$ cat src/hdl/dvia_pkg.sv
// Package for the dual interface adapter register block.
// Holds operation codes, register indexes, controller states and the shared command struct.
package dvia_pkg;

    localparam int NumAdaptersDefault = 2;

    typedef enum logic [1:0] {
        OP_READ  = 2'd0,
        OP_WRITE = 2'd1,
        OP_TICK  = 2'd2,
        OP_NONE  = 2'd3
    } t_op;

    localparam logic [3:0] REG_ORB   = 4'h0;
    localparam logic [3:0] REG_ORA   = 4'h1;
    localparam logic [3:0] REG_DDRB  = 4'h2;
    localparam logic [3:0] REG_DDRA  = 4'h3;
    localparam logic [3:0] REG_T1CL  = 4'h4;
    localparam logic [3:0] REG_T1CH  = 4'h5;
    localparam logic [3:0] REG_T1LL  = 4'h6;
    localparam logic [3:0] REG_T1LH  = 4'h7;
    localparam logic [3:0] REG_T2CL  = 4'h8;
    localparam logic [3:0] REG_T2CH  = 4'h9;
    localparam logic [3:0] REG_SR    = 4'hA;
    localparam logic [3:0] REG_ACR   = 4'hB;
    localparam logic [3:0] REG_PCR   = 4'hC;
    localparam logic [3:0] REG_IFR   = 4'hD;
    localparam logic [3:0] REG_IER   = 4'hE;
    localparam logic [3:0] REG_ORANH = 4'hF;

    localparam logic [1:0] PSG_NONE  = 2'd0;
    localparam logic [1:0] PSG_RESET = 2'd1;
    localparam logic [1:0] PSG_WRITE = 2'd2;
    localparam logic [1:0] PSG_LATCH = 2'd3;

    typedef enum logic [1:0] {
        ST_IDLE = 2'd0,
        ST_EXEC = 2'd1,
        ST_DONE = 2'd2
    } t_state;

    // controller to datapath
    typedef struct packed {
        logic capture;   // latch the request
        logic execute;   // apply the request to the register file
        logic respond;   // drive the result strobe
    } t_cmd;

endpackage

$ cat src/hdl/dvia_ctrl.sv
// Controller state machine for the dual adapter block.
// Depends on dvia_pkg.
module dvia_ctrl
    import dvia_pkg::*;
(
    input  logic i_clk,
    input  logic i_rst_n,
    input  logic i_start,
    output logic o_busy,
    output t_cmd o_cmd
);

    t_state r_state, n_state;

    // state register
    always_ff @(posedge i_clk) begin
        if (!i_rst_n) begin
            r_state <= ST_IDLE;
        end else begin
            r_state <= n_state;
        end
    end

    // next state
    always_comb begin
        n_state = r_state;
        unique case (r_state)
            ST_IDLE: begin
                if (i_start) n_state = ST_EXEC;
            end
            ST_EXEC: n_state = ST_DONE;
            ST_DONE: n_state = ST_IDLE;
            default: n_state = ST_IDLE;
        endcase
    end

    // outputs
    always_comb begin
        o_cmd = '0;
        o_busy = 1'b1;
        unique case (r_state)
            ST_IDLE: begin
                o_busy = 1'b0;
                o_cmd.capture = i_start;
            end
            ST_EXEC: o_cmd.execute = 1'b1;
            ST_DONE: o_cmd.respond = 1'b1;
            default: o_busy = 1'b1;
        endcase
    end

    // a request steps from idle through execute to done
    a_exec_after_start: assert property (@(posedge i_clk) disable iff (!i_rst_n)
        (i_start && !o_busy) |=> o_cmd.execute) else $error("no execute");
    a_done_after_exec: assert property (@(posedge i_clk) disable iff (!i_rst_n)
        o_cmd.execute |=> o_cmd.respond) else $error("no respond");
    a_cmd_onehot: assert property (@(posedge i_clk) disable iff (!i_rst_n)
        $onehot0(o_cmd)) else $error("overlapping commands");

endmodule

$ cat src/hdl/dvia_dp.sv
// Datapath: register file of both adapters, timers, read mux and result register.
// Depends on dvia_pkg.
module dvia_dp
    import dvia_pkg::*;
#(
    parameter int NUM_ADAPTERS = NumAdaptersDefault
) (
    input  logic        i_clk,
    input  logic        i_rst_n,
    input  t_cmd        i_cmd,
    input  logic [1:0]  i_operation,
    input  logic [7:0]  i_bus_offset,
    input  logic [7:0]  i_write_data,
    input  logic [15:0] i_elapsed_clocks,
    output logic        o_done,
    output logic [7:0]  o_read_data,
    output logic        o_read_hit,
    output logic        o_irq,
    output logic [1:0]  o_psg_command,
    output logic [3:0]  o_psg_register,
    output logic [7:0]  o_psg_data,
    output logic        o_timer_fired
);

    // captured request
    logic [1:0]  r_op;
    logic [7:0]  r_off, r_wd;
    logic [15:0] r_clk;

    // adapter state
    logic [7:0]  r_pb [2], r_pa [2], r_db [2], r_da [2];
    logic [15:0] r_t1l [2], r_t1c [2], r_t2l [2], r_t2c [2];
    logic [7:0]  r_acr [2], r_pcr [2], r_ifr [2], r_ier [2];
    logic [3:0]  r_sel [2];
    logic [1:0]  r_run;
    logic        r_armed;

    logic [7:0]  n_pb [2], n_pa [2], n_db [2], n_da [2];
    logic [15:0] n_t1l [2], n_t1c [2], n_t2l [2], n_t2c [2];
    logic [7:0]  n_acr [2], n_pcr [2], n_ifr [2], n_ier [2];
    logic [3:0]  n_sel [2];
    logic [1:0]  n_run;
    logic        n_armed;

    // result register
    logic        r_done;
    logic [7:0]  r_rd, r_pdata;
    logic        r_hit, r_fired;
    logic [1:0]  r_pcmd;
    logic [3:0]  r_preg;
    logic [7:0]  n_rd, n_pdata;
    logic        n_hit, n_fired;
    logic [1:0]  n_pcmd;
    logic [3:0]  n_preg;

    logic        hit, sel;
    logic [3:0]  rg;
    logic [7:0]  v;
    logic [15:0] old1;

    // request capture
    always_ff @(posedge i_clk) begin
        if (i_cmd.capture) begin
            r_op  <= i_operation;
            r_off <= i_bus_offset;
            r_wd  <= i_write_data;
            r_clk <= i_elapsed_clocks;
        end
    end

    // decode
    always_comb begin
        rg  = r_off[3:0];
        hit = 1'b0;
        sel = 1'b0;
        if (r_off[7:4] == 4'h0) begin
            hit = 1'b1;
        end else if (r_off[7:4] == 4'h8 && NUM_ADAPTERS > 1) begin
            hit = 1'b1;
            sel = 1'b1;
        end
    end

    // execute one request
    always_comb begin
        n_pb = r_pb; n_pa = r_pa; n_db = r_db; n_da = r_da;
        n_t1l = r_t1l; n_t1c = r_t1c; n_t2l = r_t2l; n_t2c = r_t2c;
        n_acr = r_acr; n_pcr = r_pcr; n_ifr = r_ifr; n_ier = r_ier;
        n_sel = r_sel; n_run = r_run; n_armed = r_armed;
        n_rd = '0; n_hit = 1'b0; n_fired = 1'b0;
        n_pcmd = PSG_NONE; n_preg = '0; n_pdata = '0;
        v = '0;
        old1 = '0;
        unique case (t_op'(r_op))
            OP_READ: begin
                if (hit) begin
                    n_hit = 1'b1;
                    unique case (rg)
                        REG_ORB:  n_rd = r_pb[sel];
                        REG_ORA, REG_ORANH: n_rd = r_pa[sel];
                        REG_DDRB: n_rd = r_db[sel];
                        REG_DDRA: n_rd = r_da[sel];
                        REG_T1CL: begin
                            n_rd = r_t1c[sel][7:0];
                            n_ifr[sel][6] = 1'b0;
                        end
                        REG_T1CH: n_rd = r_t1c[sel][15:8];
                        REG_T1LL: n_rd = r_t1l[sel][7:0];
                        REG_T1LH: n_rd = r_t1l[sel][15:8];
                        REG_T2CL: begin
                            n_rd = r_t2c[sel][7:0];
                            n_ifr[sel][5] = 1'b0;
                        end
                        REG_T2CH: n_rd = r_t2c[sel][15:8];
                        REG_ACR:  n_rd = r_acr[sel];
                        REG_PCR:  n_rd = r_pcr[sel];
                        REG_IFR:  n_rd = r_ifr[sel];
                        REG_IER:  n_rd = r_ier[sel] | 8'h80;
                        default:  n_rd = '0;
                    endcase
                end
            end
            OP_WRITE: begin
                if (hit) begin
                    n_hit = 1'b1;
                    unique case (rg)
                        REG_ORB: begin
                            v = r_wd & r_db[sel];
                            n_pb[sel] = v;
                            if (!v[2]) begin
                                n_pcmd = PSG_RESET;
                            end else if (v[1]) begin
                                if (!v[0]) begin
                                    n_pcmd  = PSG_WRITE;
                                    n_preg  = r_sel[sel];
                                    n_pdata = r_pa[sel];
                                end else begin
                                    n_pcmd = PSG_LATCH;
                                    if (r_pa[sel][7:4] == 4'h0) n_sel[sel] = r_pa[sel][3:0];
                                end
                            end
                        end
                        REG_ORA, REG_ORANH: n_pa[sel] = r_wd & r_da[sel];
                        REG_DDRB: n_db[sel] = r_wd;
                        REG_DDRA: n_da[sel] = r_wd;
                        REG_T1CL, REG_T1LL: n_t1l[sel][7:0] = r_wd;
                        REG_T1CH: begin
                            n_ifr[sel][6] = 1'b0;
                            n_t1l[sel][15:8] = r_wd;
                            n_t1c[sel] = {r_wd, r_t1l[sel][7:0]};
                            if (!sel && r_ier[0][6] && r_wd != 8'h00) begin
                                n_run[0] = 1'b1;
                                n_armed  = 1'b1;
                            end
                        end
                        REG_T1LH: begin
                            n_t1l[sel][15:8] = r_wd;
                            n_ifr[sel][6] = 1'b0;
                        end
                        REG_T2CL: n_t2l[sel][7:0] = r_wd;
                        REG_T2CH: begin
                            n_ifr[sel][5] = 1'b0;
                            n_t2l[sel][15:8] = r_wd;
                            n_t2c[sel] = {r_wd, r_t2l[sel][7:0]};
                        end
                        REG_ACR: n_acr[sel] = r_wd;
                        REG_PCR: n_pcr[sel] = r_wd;
                        REG_IFR: n_ifr[sel][6:0] = r_ifr[sel][6:0] & ~r_wd[6:0];
                        REG_IER: begin
                            if (!r_wd[7]) begin
                                n_ier[sel] = r_ier[sel] & ~(r_wd | 8'h80);
                                if (!n_ier[sel][6] && r_run[sel]) begin
                                    n_run[sel] = 1'b0;
                                    n_armed    = 1'b0;
                                end
                            end else begin
                                n_ier[sel][6:0] = r_ier[sel][6:0] | r_wd[6:0];
                                if (!sel && n_ier[0][6] && r_t1l[0][15:8] != 8'h00) begin
                                    n_run[0] = 1'b1;
                                    n_armed  = 1'b1;
                                end
                            end
                        end
                        default: ;
                    endcase
                end
            end
            OP_TICK: begin
                for (int a = 0; a < NUM_ADAPTERS; a++) begin
                    n_t1c[a] = r_t1c[a] - r_clk;
                    n_t2c[a] = r_t2c[a] - r_clk;
                end
                old1 = r_t1c[0];
                if (!old1[15] && n_t1c[0][15] && r_armed) begin
                    n_fired = 1'b1;
                    n_ifr[0][6] = 1'b1;
                    if (!r_acr[0][6]) begin
                        n_run[0] = 1'b0;
                        n_armed  = 1'b0;
                    end else begin
                        n_t1c[0] = r_t1l[0];
                        if (r_ier[0][6] && r_t1l[0][15:8] != 8'h00) begin
                            n_run[0] = 1'b1;
                            n_armed  = 1'b1;
                        end
                    end
                end
            end
            default: ;
        endcase
        // keep the summary bit consistent
        for (int a = 0; a < 2; a++) begin
            n_ifr[a][7] = |(n_ifr[a][6:0] & n_ier[a][6:0]);
        end
    end

    // state and result registers
    always_ff @(posedge i_clk) begin
        if (!i_rst_n) begin
            for (int a = 0; a < 2; a++) begin
                r_pb[a] <= '0; r_pa[a] <= '0; r_db[a] <= '0; r_da[a] <= '0;
                r_t1l[a] <= '0; r_t1c[a] <= '0; r_t2l[a] <= '0; r_t2c[a] <= '0;
                r_acr[a] <= '0; r_pcr[a] <= '0; r_ifr[a] <= '0; r_ier[a] <= '0;
                r_sel[a] <= '0;
            end
            r_run   <= '0;
            r_armed <= 1'b0;
            r_done  <= 1'b0;
        end else begin
            r_done <= i_cmd.execute;
            if (i_cmd.execute) begin
                r_pb <= n_pb; r_pa <= n_pa; r_db <= n_db; r_da <= n_da;
                r_t1l <= n_t1l; r_t1c <= n_t1c; r_t2l <= n_t2l; r_t2c <= n_t2c;
                r_acr <= n_acr; r_pcr <= n_pcr; r_ifr <= n_ifr; r_ier <= n_ier;
                r_sel <= n_sel; r_run <= n_run; r_armed <= n_armed;
            end
        end
    end

    always_ff @(posedge i_clk) begin
        if (i_cmd.execute) begin
            r_rd <= n_rd; r_hit <= n_hit; r_fired <= n_fired;
            r_pcmd <= n_pcmd; r_preg <= n_preg; r_pdata <= n_pdata;
        end
    end

    assign o_done         = r_done & i_cmd.respond;
    assign o_read_data    = r_rd;
    assign o_read_hit     = r_hit;
    assign o_irq          = r_ifr[0][7] | r_ifr[1][7];
    assign o_psg_command  = r_pcmd;
    assign o_psg_register = r_preg;
    assign o_psg_data     = r_pdata;
    assign o_timer_fired  = r_fired;

    // summary bit tracks flags and enables
    a_summary: assert property (@(posedge i_clk) disable iff (!i_rst_n)
        r_ifr[0][7] == |(r_ifr[0][6:0] & r_ier[0][6:0])) else $error("summary");
    a_fire_sets_flag: assert property (@(posedge i_clk) disable iff (!i_rst_n)
        (i_cmd.respond && r_fired) |-> r_ifr[0][6]) else $error("fire flag");
    a_armed_matches_run: assert property (@(posedge i_clk) disable iff (!i_rst_n)
        r_armed == r_run[0]) else $error("armed mismatch");

endmodule

$ cat src/hdl/dual_via_timer_interrupt_regs.sv
// A request accepted in idle passes through the execute and done states before its result strobe.
// A new request is taken only when idle; busy covers the execute and respond states.
// The register file updates during the execute step of a three-step controller sequence.
// Reset (synchronous, active low) clears every adapter register and the timer state.
// The result strobe lasts one cycle and the receiver cannot stall.
// Top level: joins dvia_ctrl and dvia_dp; depends on dvia_pkg.
module dual_via_timer_interrupt_regs
    import dvia_pkg::*;
#(
    parameter int NUM_ADAPTERS = NumAdaptersDefault
) (
    input  logic        i_clk,
    input  logic        i_rst_n,
    input  logic        start,
    output logic        busy,
    input  logic [1:0]  i_operation,
    input  logic [7:0]  i_bus_offset,
    input  logic [7:0]  i_write_data,
    input  logic [15:0] i_elapsed_clocks,
    output logic        o_valid,
    output logic [7:0]  o_read_data,
    output logic        o_read_hit,
    output logic        o_irq,
    output logic [1:0]  o_psg_command,
    output logic [3:0]  o_psg_register,
    output logic [7:0]  o_psg_data,
    output logic        o_timer_fired
);

    t_cmd cmd;

    dvia_ctrl u_ctrl (
        .i_clk   (i_clk),
        .i_rst_n (i_rst_n),
        .i_start (start),
        .o_busy  (busy),
        .o_cmd   (cmd)
    );

    dvia_dp #(.NUM_ADAPTERS(NUM_ADAPTERS)) u_dp (
        .i_clk            (i_clk),
        .i_rst_n          (i_rst_n),
        .i_cmd            (cmd),
        .i_operation      (i_operation),
        .i_bus_offset     (i_bus_offset),
        .i_write_data     (i_write_data),
        .i_elapsed_clocks (i_elapsed_clocks),
        .o_done           (o_valid),
        .o_read_data      (o_read_data),
        .o_read_hit       (o_read_hit),
        .o_irq            (o_irq),
        .o_psg_command    (o_psg_command),
        .o_psg_register   (o_psg_register),
        .o_psg_data       (o_psg_data),
        .o_timer_fired    (o_timer_fired)
    );

endmodule
$ cat config.mk
export PLATFORM = sky130hd
export DESIGN_NAME = dual_via_timer_interrupt_regs
export DESIGN_NICKNAME = d
export VERILOG_FILES = /design/src/hdl/dvia_pkg.sv /design/src/hdl/dvia_ctrl.sv /design/src/hdl/dvia_dp.sv /design/src/hdl/dual_via_timer_interrupt_regs.sv
export SDC_FILE = /design/constraint.sdc
export NUM_CORES = 1
export LEC_CHECK = 0
export ABC_AREA = 1
export BUFFER_PORTS_ARGS = -buffer_cell sky130_fd_sc_hd__buf_2
export CORE_MARGIN = 4
export CORE_UTILIZATION = 40
export CTS_CLUSTER_DIAMETER = 120
export DETAILED_ROUTE_END_ITERATION = 7
export GPL_ROUTABILITY_DRIVEN = 0
export PLACE_DENSITY = 0.63
export SYNTH_ARGS = -nofsm -noshare
export SYNTH_HDL_FRONTEND = slang
export SYNTH_HIERARCHICAL = 1
export SYNTH_SLANG_ARGS = --single-unit
$ cat constraint.sdc
create_clock -name i_clk -period 3.1 [get_ports i_clk]
set_input_delay 0.62 -clock i_clk [delete_from_list [all_inputs] [get_ports i_clk]]
set_output_delay 0.62 -clock i_clk [all_outputs]
set_load 0.01 [all_outputs]
==> metrics, run 1 <==
final wirelength 64170 um; Nets 2622; Skew-Pair Late Insertion Delay 560 ps; largest cells by area after synthesis dfxtp_1, edfxtp_1, o21ai_0, a21oi_1, nand2_1; Post-Synthesis Cells 2482; Die ar. 48150 um2; Placed Instances 3072; Via density 5.730; placed cell area 18810 um2; DRT Pass-1 Iters 7; setup_tns 0 ps; TritonCTS buffer count 35; Mapped Nets 2587; Fmax 349.7 MHz; CTS tree yes; gr usage total 0.2613; area leader, netlist dfxtp_1; Root Buffer clkbuf_16; sequential share of the synthesized area 0.3796; Final ANT Viol Nets 0; Final Hold Violating Endpoints 0; H-tree level count 2; worst setup margin 240.2 ps; DP Wirelength 47000 um; Synth-to-Final Area Change 11.60%; DRT iter0 DRCs 2235; final period utilization 0.9225; RSZ-0062 raised after global routing no; Primary FF master, synth dfxtp_1; Pwr per Cell Area 483.9 nW/um2; fin cells 3134; worst hold slack 235.3 ps; Hold/Removal Path Class in2reg; Post-synth EDFFs 58; maxcap violations 0; clk buf depth 3; Pins Over Slew Limit 0; Final Cell Area 19950 um2; PostCTS Resize Cnt 0; Setup violations, final 0; fin util 0.4512; startpoint types flop; arrival time of the worst setup path 3130 ps; gr ovfl total 0; layout cells sized above 1 0.1015; clock sinks 310; Post-synth ARST share 0; clock-pin slew on the worst setup and hold paths 60 ps; final total power 9.656 mW; maximum vdd drop 0.3961 mV; clk_skew 21.55 ps; I/O Buffers 63; Req. time, crit path 3370 ps; vias after detailed routing 17960; worst slack, placed 471.5 ps; global-route wire length before repair 97700 um; post-CTS setup buffers 0; Die Y-Extent 219.4 um; syn_area_per_cell 7.204 um2; Tmin final 2860 ps; synth warn 6; initial core utilization 0.4043; fill count 4459; Worst slew margin 0.2967; P_leak 8.471 nW; number of global-route vias before repair 16510; I/O pins 64; DRC 0; synth cell count leaders nand2_1, o21ai_0, a21oi_1; Synth Register Bits 310; initial antenna violation count 1; diode count 0; Crit Path Category reg2reg; most common cell in the netlist nand2_1; Worst Max-Slew Pin Slew 1054 ps; largest net degree at the start of global routing 197; num rows 77; Post-Syn Area 17880 um2; Core Box Area 44220 um2; wire per inst 20.48 um; top fanout value on the critical path 9; Die Wd 219.4 um; library cells used by synthesis 58; Hold-fix buffers, CTS 0; R2R Setup Slk 240 ps; run status completed; CP endpoint kind flop; top cell type's share of synthesized area 0.2822
==> final timing paths <==
path                                 startpoint  depth (start not counted)                  end
worst min-delay path            i_write_data[2]                          1         u_dp/r_wd[2]
worst max-delay path              u_dp/r_off[0]                          9  u_dp/o_read_data[5]
worst min register to register     u_dp/r_pa[2]                          2         u_dp/r_pa[2]
worst max register to register    u_dp/r_off[0]                          9  u_dp/o_read_data[5]
==> layer usage <==
metal	share of wire	vias to the layer above	track usage
met5	0.00020	-	0
met4	0.055	2	0.1270
met3	0.091	185	0.04348
met2	0.43	880	0.3975
met1	0.42	8386	0.3599
li1	-	8504	-
==> critical path, stage by stage (launching register included) <==
cell and delay (ps):
edfxtp_1 530, inv_2 170, nand2_1 230, nor2_4 230, inv_1 270, a21oi_1 190
o21ai_0 240, nand2_1 140, nor2_1 90, a31oi_1 480
==> flip-flops by register name (all words and copies together), names as in the netlist, 4 cells and up <==
name                 cells
u_dp/r_t1c              32
u_dp/r_t1l              32
u_dp/r_t2c              32
u_dp/r_acr              16
u_dp/r_clk              16
u_dp/r_da               16
u_dp/r_db               16
u_dp/r_ifr              16
u_dp/r_pa               16
u_dp/r_pb               16
u_dp/r_pcr              16
u_dp/r_t2l              16
u_dp/r_ier              14
u_dp/o_psg_data          8
u_dp/o_read_data         8
u_dp/r_off               8
u_dp/r_sel               8
u_dp/r_wd                8
u_dp/o_psg_register      4
==> cell families after synthesis <==
kind of cell	after synthesis	synth area share
buf+inv	392	0.09167
compound gates	794	0.2448
flops	310	0.3796
fa+ha+maj	68	0.04927
mux	1	0.0005599
xor+xnor	18	0.008817
simple gates	899	0.2253
==> area by class of cell <==
class | count | area [um2] | share of cell area
flip-flops and latches | 310 | 6787 | 0.3401
clock inverters | 7 | 128.9 | 0.006459
inverters | 272 | 1028 | 0.05154
multi-input cells | 1780 | 9464 | 0.4743
clock buffers | 55 | 1012 | 0.05073
repair buffers | 118 | 793.3 | 0.03975
well taps | 592 | 740.7 | 0.03712
==> report_power, final <==
group / internal (mW) / switching, mW / leakage (nW)
Sequential: 4.19 / 0.0843 / 2.60
Clock: 2.51 / 1.74 / 0.555
Combinational: 0.332 / 0.805 / 5.31
==> placed cells by master (no fill, tap or decap), drive strengths merged, types with 2 or more instances in the layout <==
cell	netlist	routed
a211oi	54	54
a21boi	5	5
a21o	5	5
a21oi	310	310
a221oi	3	3
a31oi	18	18
and2	7	7
buf	60	118
bufinv	0	3
clkbuf	60	55
clkinv	7	9
dfxtp	252	252
edfxtp	58	58
fa	4	4
ha	64	64
inv	265	267
nand2	410	410
nand3	116	116
nand3b	8	8
nand4	26	26
nor2	285	285
nor3	23	23
nor3b	2	2
nor4	4	4
o2111ai	9	9
o211ai	21	21
o21a	6	6
o21ai	335	335
o21bai	5	5
o221ai	3	3
o22ai	11	11
o311ai	2	2
o31ai	5	5
or2	17	17
xnor2	2	2
xor2	16	16
Note: power is estimated with default switching activity, not from simulation.
==> inputs of run 2 (changes only) <==
==> constraint.sdc (replaced) <==
create_clock -name i_clk -period 3.7 [get_ports i_clk]
set_input_delay 0.74 -clock i_clk [delete_from_list [all_inputs] [get_ports i_clk]]
set_output_delay 0.74 -clock i_clk [all_outputs]
set_load 0.01 [all_outputs]
==> run 2 against run 1 <==
  * Total power down 17%
  * Core utilization down 0.35 points
  * Largest power group unchanged
  * Design area down 0.78%
  * Die area stayed put
  * Combinational power decreased by 19%
  * Clock power decreased by 16%
  * Critical path depth is 3 higher
  * Final cell count down 0.70%
  * Clock-buffer cell count decreased by 1
  * Via count fell by 0.37%
==> metrics, run 2 (synthesis results as in run 1) <==
run status completed; RSZ-0062 raised after global routing no; Root Buffer clkbuf_16; worst setup path startpoint u_dp/r_op[1]; initial antenna violation count 1; Synth-to-Final Area Change 10.73%; maxcap violations 0; number of global-route vias before repair 16540; Critical Path End u_dp/r_ifr[15]; final period utilization 0.8512; maximum vdd drop 0.3710 mV; vias after detailed routing 17890; Hold-fix buffers, CTS 0; CP dominant cell by count nand2_1; final wirelength 63550 um; startpoint types flop; Final ANT Viol Nets 0; Top delay family on crit path simple AND/OR/NAND/NOR gates; DRT iter0 DRCs 2084; Die Y-Extent 219.4 um; slowest cell on the critical path nor3_2; diode count 0; Pins Over Slew Limit 0; Core Box Area 44220 um2; clk_skew 39.84 ps; DRC 0; commonest non-fill, non-tap cells in the layout nand2_1, o21ai_0, a21oi_1, nor2_1, dfxtp_1; CP endpoint kind flop; Die ar. 48150 um2; Worst slew margin 0.3669; Req. time, crit path 4160 ps; largest net degree at the start of global routing 197; Final Hold Violating Endpoints 0; H-tree level count 2; FF-to-FF End u_dp/r_ifr[15]; Crit Path Category reg2reg; Die Wd 219.4 um; crit-path cells inv_1, ha_1, inv_1, nor3_2, nand2_1, o21ai_0, nand2_1, nor2_1, nor2_1, nand2_1, nand2_1, a21oi_1; TritonCTS buffer count 35; global-route wire length before repair 97010 um; num rows 77; DRT Pass-1 Iters 6; clk buf depth 3; layout cells sized above 1 0.09563; largest registers u_dp/r_t1c (32), u_dp/r_t1l (32), u_dp/r_t2c (32); I/O Buffers 63; R2R cell count 12; gr usage total 0.2578; arrival time of the worst setup path 3610 ps; reg2reg start u_dp/r_op[1]; Hold/Removal Path Class in2reg; R2R Setup Slk 550 ps; WP buf/inv 2; top fanout value on the critical path 12; setup_tns 0 ps; PostCTS Resize Cnt 0; DP Wirelength 46220 um; fin cells 3112; Pwr per Cell Area 407.2 nW/um2; post-CTS setup buffers 0; Placed Instances 3050; Fmax 317.5 MHz; wire per inst 20.42 um; I/O pins 64; initial core utilization 0.4043; Tmin final 3149 ps; Worst Max-Slew Pin Slew 944.5 ps; critical path's largest stage delay 830 ps; Via density 5.749; CTS tree yes; gr ovfl total 0; clock-pin slew on the worst setup and hold paths 60 ps; Skew-Pair Late Insertion Delay 550 ps; clock sinks 310; most common cell after layout, fill and taps aside nand2_1; P_leak 8.367 nW; Setup violations, final 0; Worst path depth 12; fill count 4439; Nets 2600
[run 2: area by class of cell]
| cell class | count | area [um2] | area share |
|---|---|---|---|
| Multi-Input combinational cell | 1780 | 9464 | 0.4780 |
| Sequential cell | 310 | 6787 | 0.3428 |
| Clock buffer | 54 | 1091 | 0.05511 |
| Inverter | 272 | 1028 | 0.05195 |
| Tap cell | 592 | 740.7 | 0.03741 |
| Timing Repair Buffer | 96 | 603.1 | 0.03046 |
| Clock inverter | 8 | 85.08 | 0.004297 |
[run 2: worst min path at each step]
stage | depth (start not counted) | start | end
finish | 1 | i_write_data[5] | u_dp/r_wd[5]
global route | 1 | i_write_data[4] | u_dp/r_wd[4]
CTS | 1 | i_write_data[5] | u_dp/r_wd[5]
detailed placement | 2 | u_dp/r_pa[2] | u_dp/r_pa[2]
global placement | 2 | u_dp/r_pa[2] | u_dp/r_pa[2]
floorplan | 2 | u_dp/r_pa[0] | u_dp/r_pa[0]
[run 2: layer usage]
| layer | vias to the layer above | routed length (um) | track usage |
|---|---|---|---|
| li1 | 8490 | - | - |
| met1 | 8249 | 26020 | 0.3470 |
| met2 | 956 | 27970 | 0.4021 |
| met3 | 193 | 6463 | 0.05552 |
| met4 | 2 | 3081 | 0.1060 |
| met5 | - | 13 | 0 |
[run 2: per-stage QoR]
| stage | hold slack (ps) | power, mW | area [um2] | utilization | setup slack, ps |
|---|---|---|---|---|---|
| floorplan | 420.5 | 4.247 | 17880 | - | 1576 |
| global placement | 428.6 | 4.548 | 18620 | 0.4211 | 698.9 |
| detailed placement | 433.5 | 4.557 | 18620 | 0.4211 | 670.9 |
| CTS | 351.9 | 8.090 | 19800 | 0.4477 | 651.8 |
| global route | 351.4 | 8.344 | 19800 | 0.4477 | 359.4 |
| finish | 368.2 | 8.062 | 19800 | 0.4477 | 550.5 |
[run 2: power breakdown]
part | internal (mW) | leakage, nW | total [mW] | switching [mW]
Sequential | 3.51 | 2.60 | 3.59 | 0.0766
Clock | 2.11 | 0.579 | 3.55 | 1.43
Combinational | 0.267 | 5.19 | 0.929 | 0.663
Total | 5.89 | 8.37 | 8.06 | 2.17
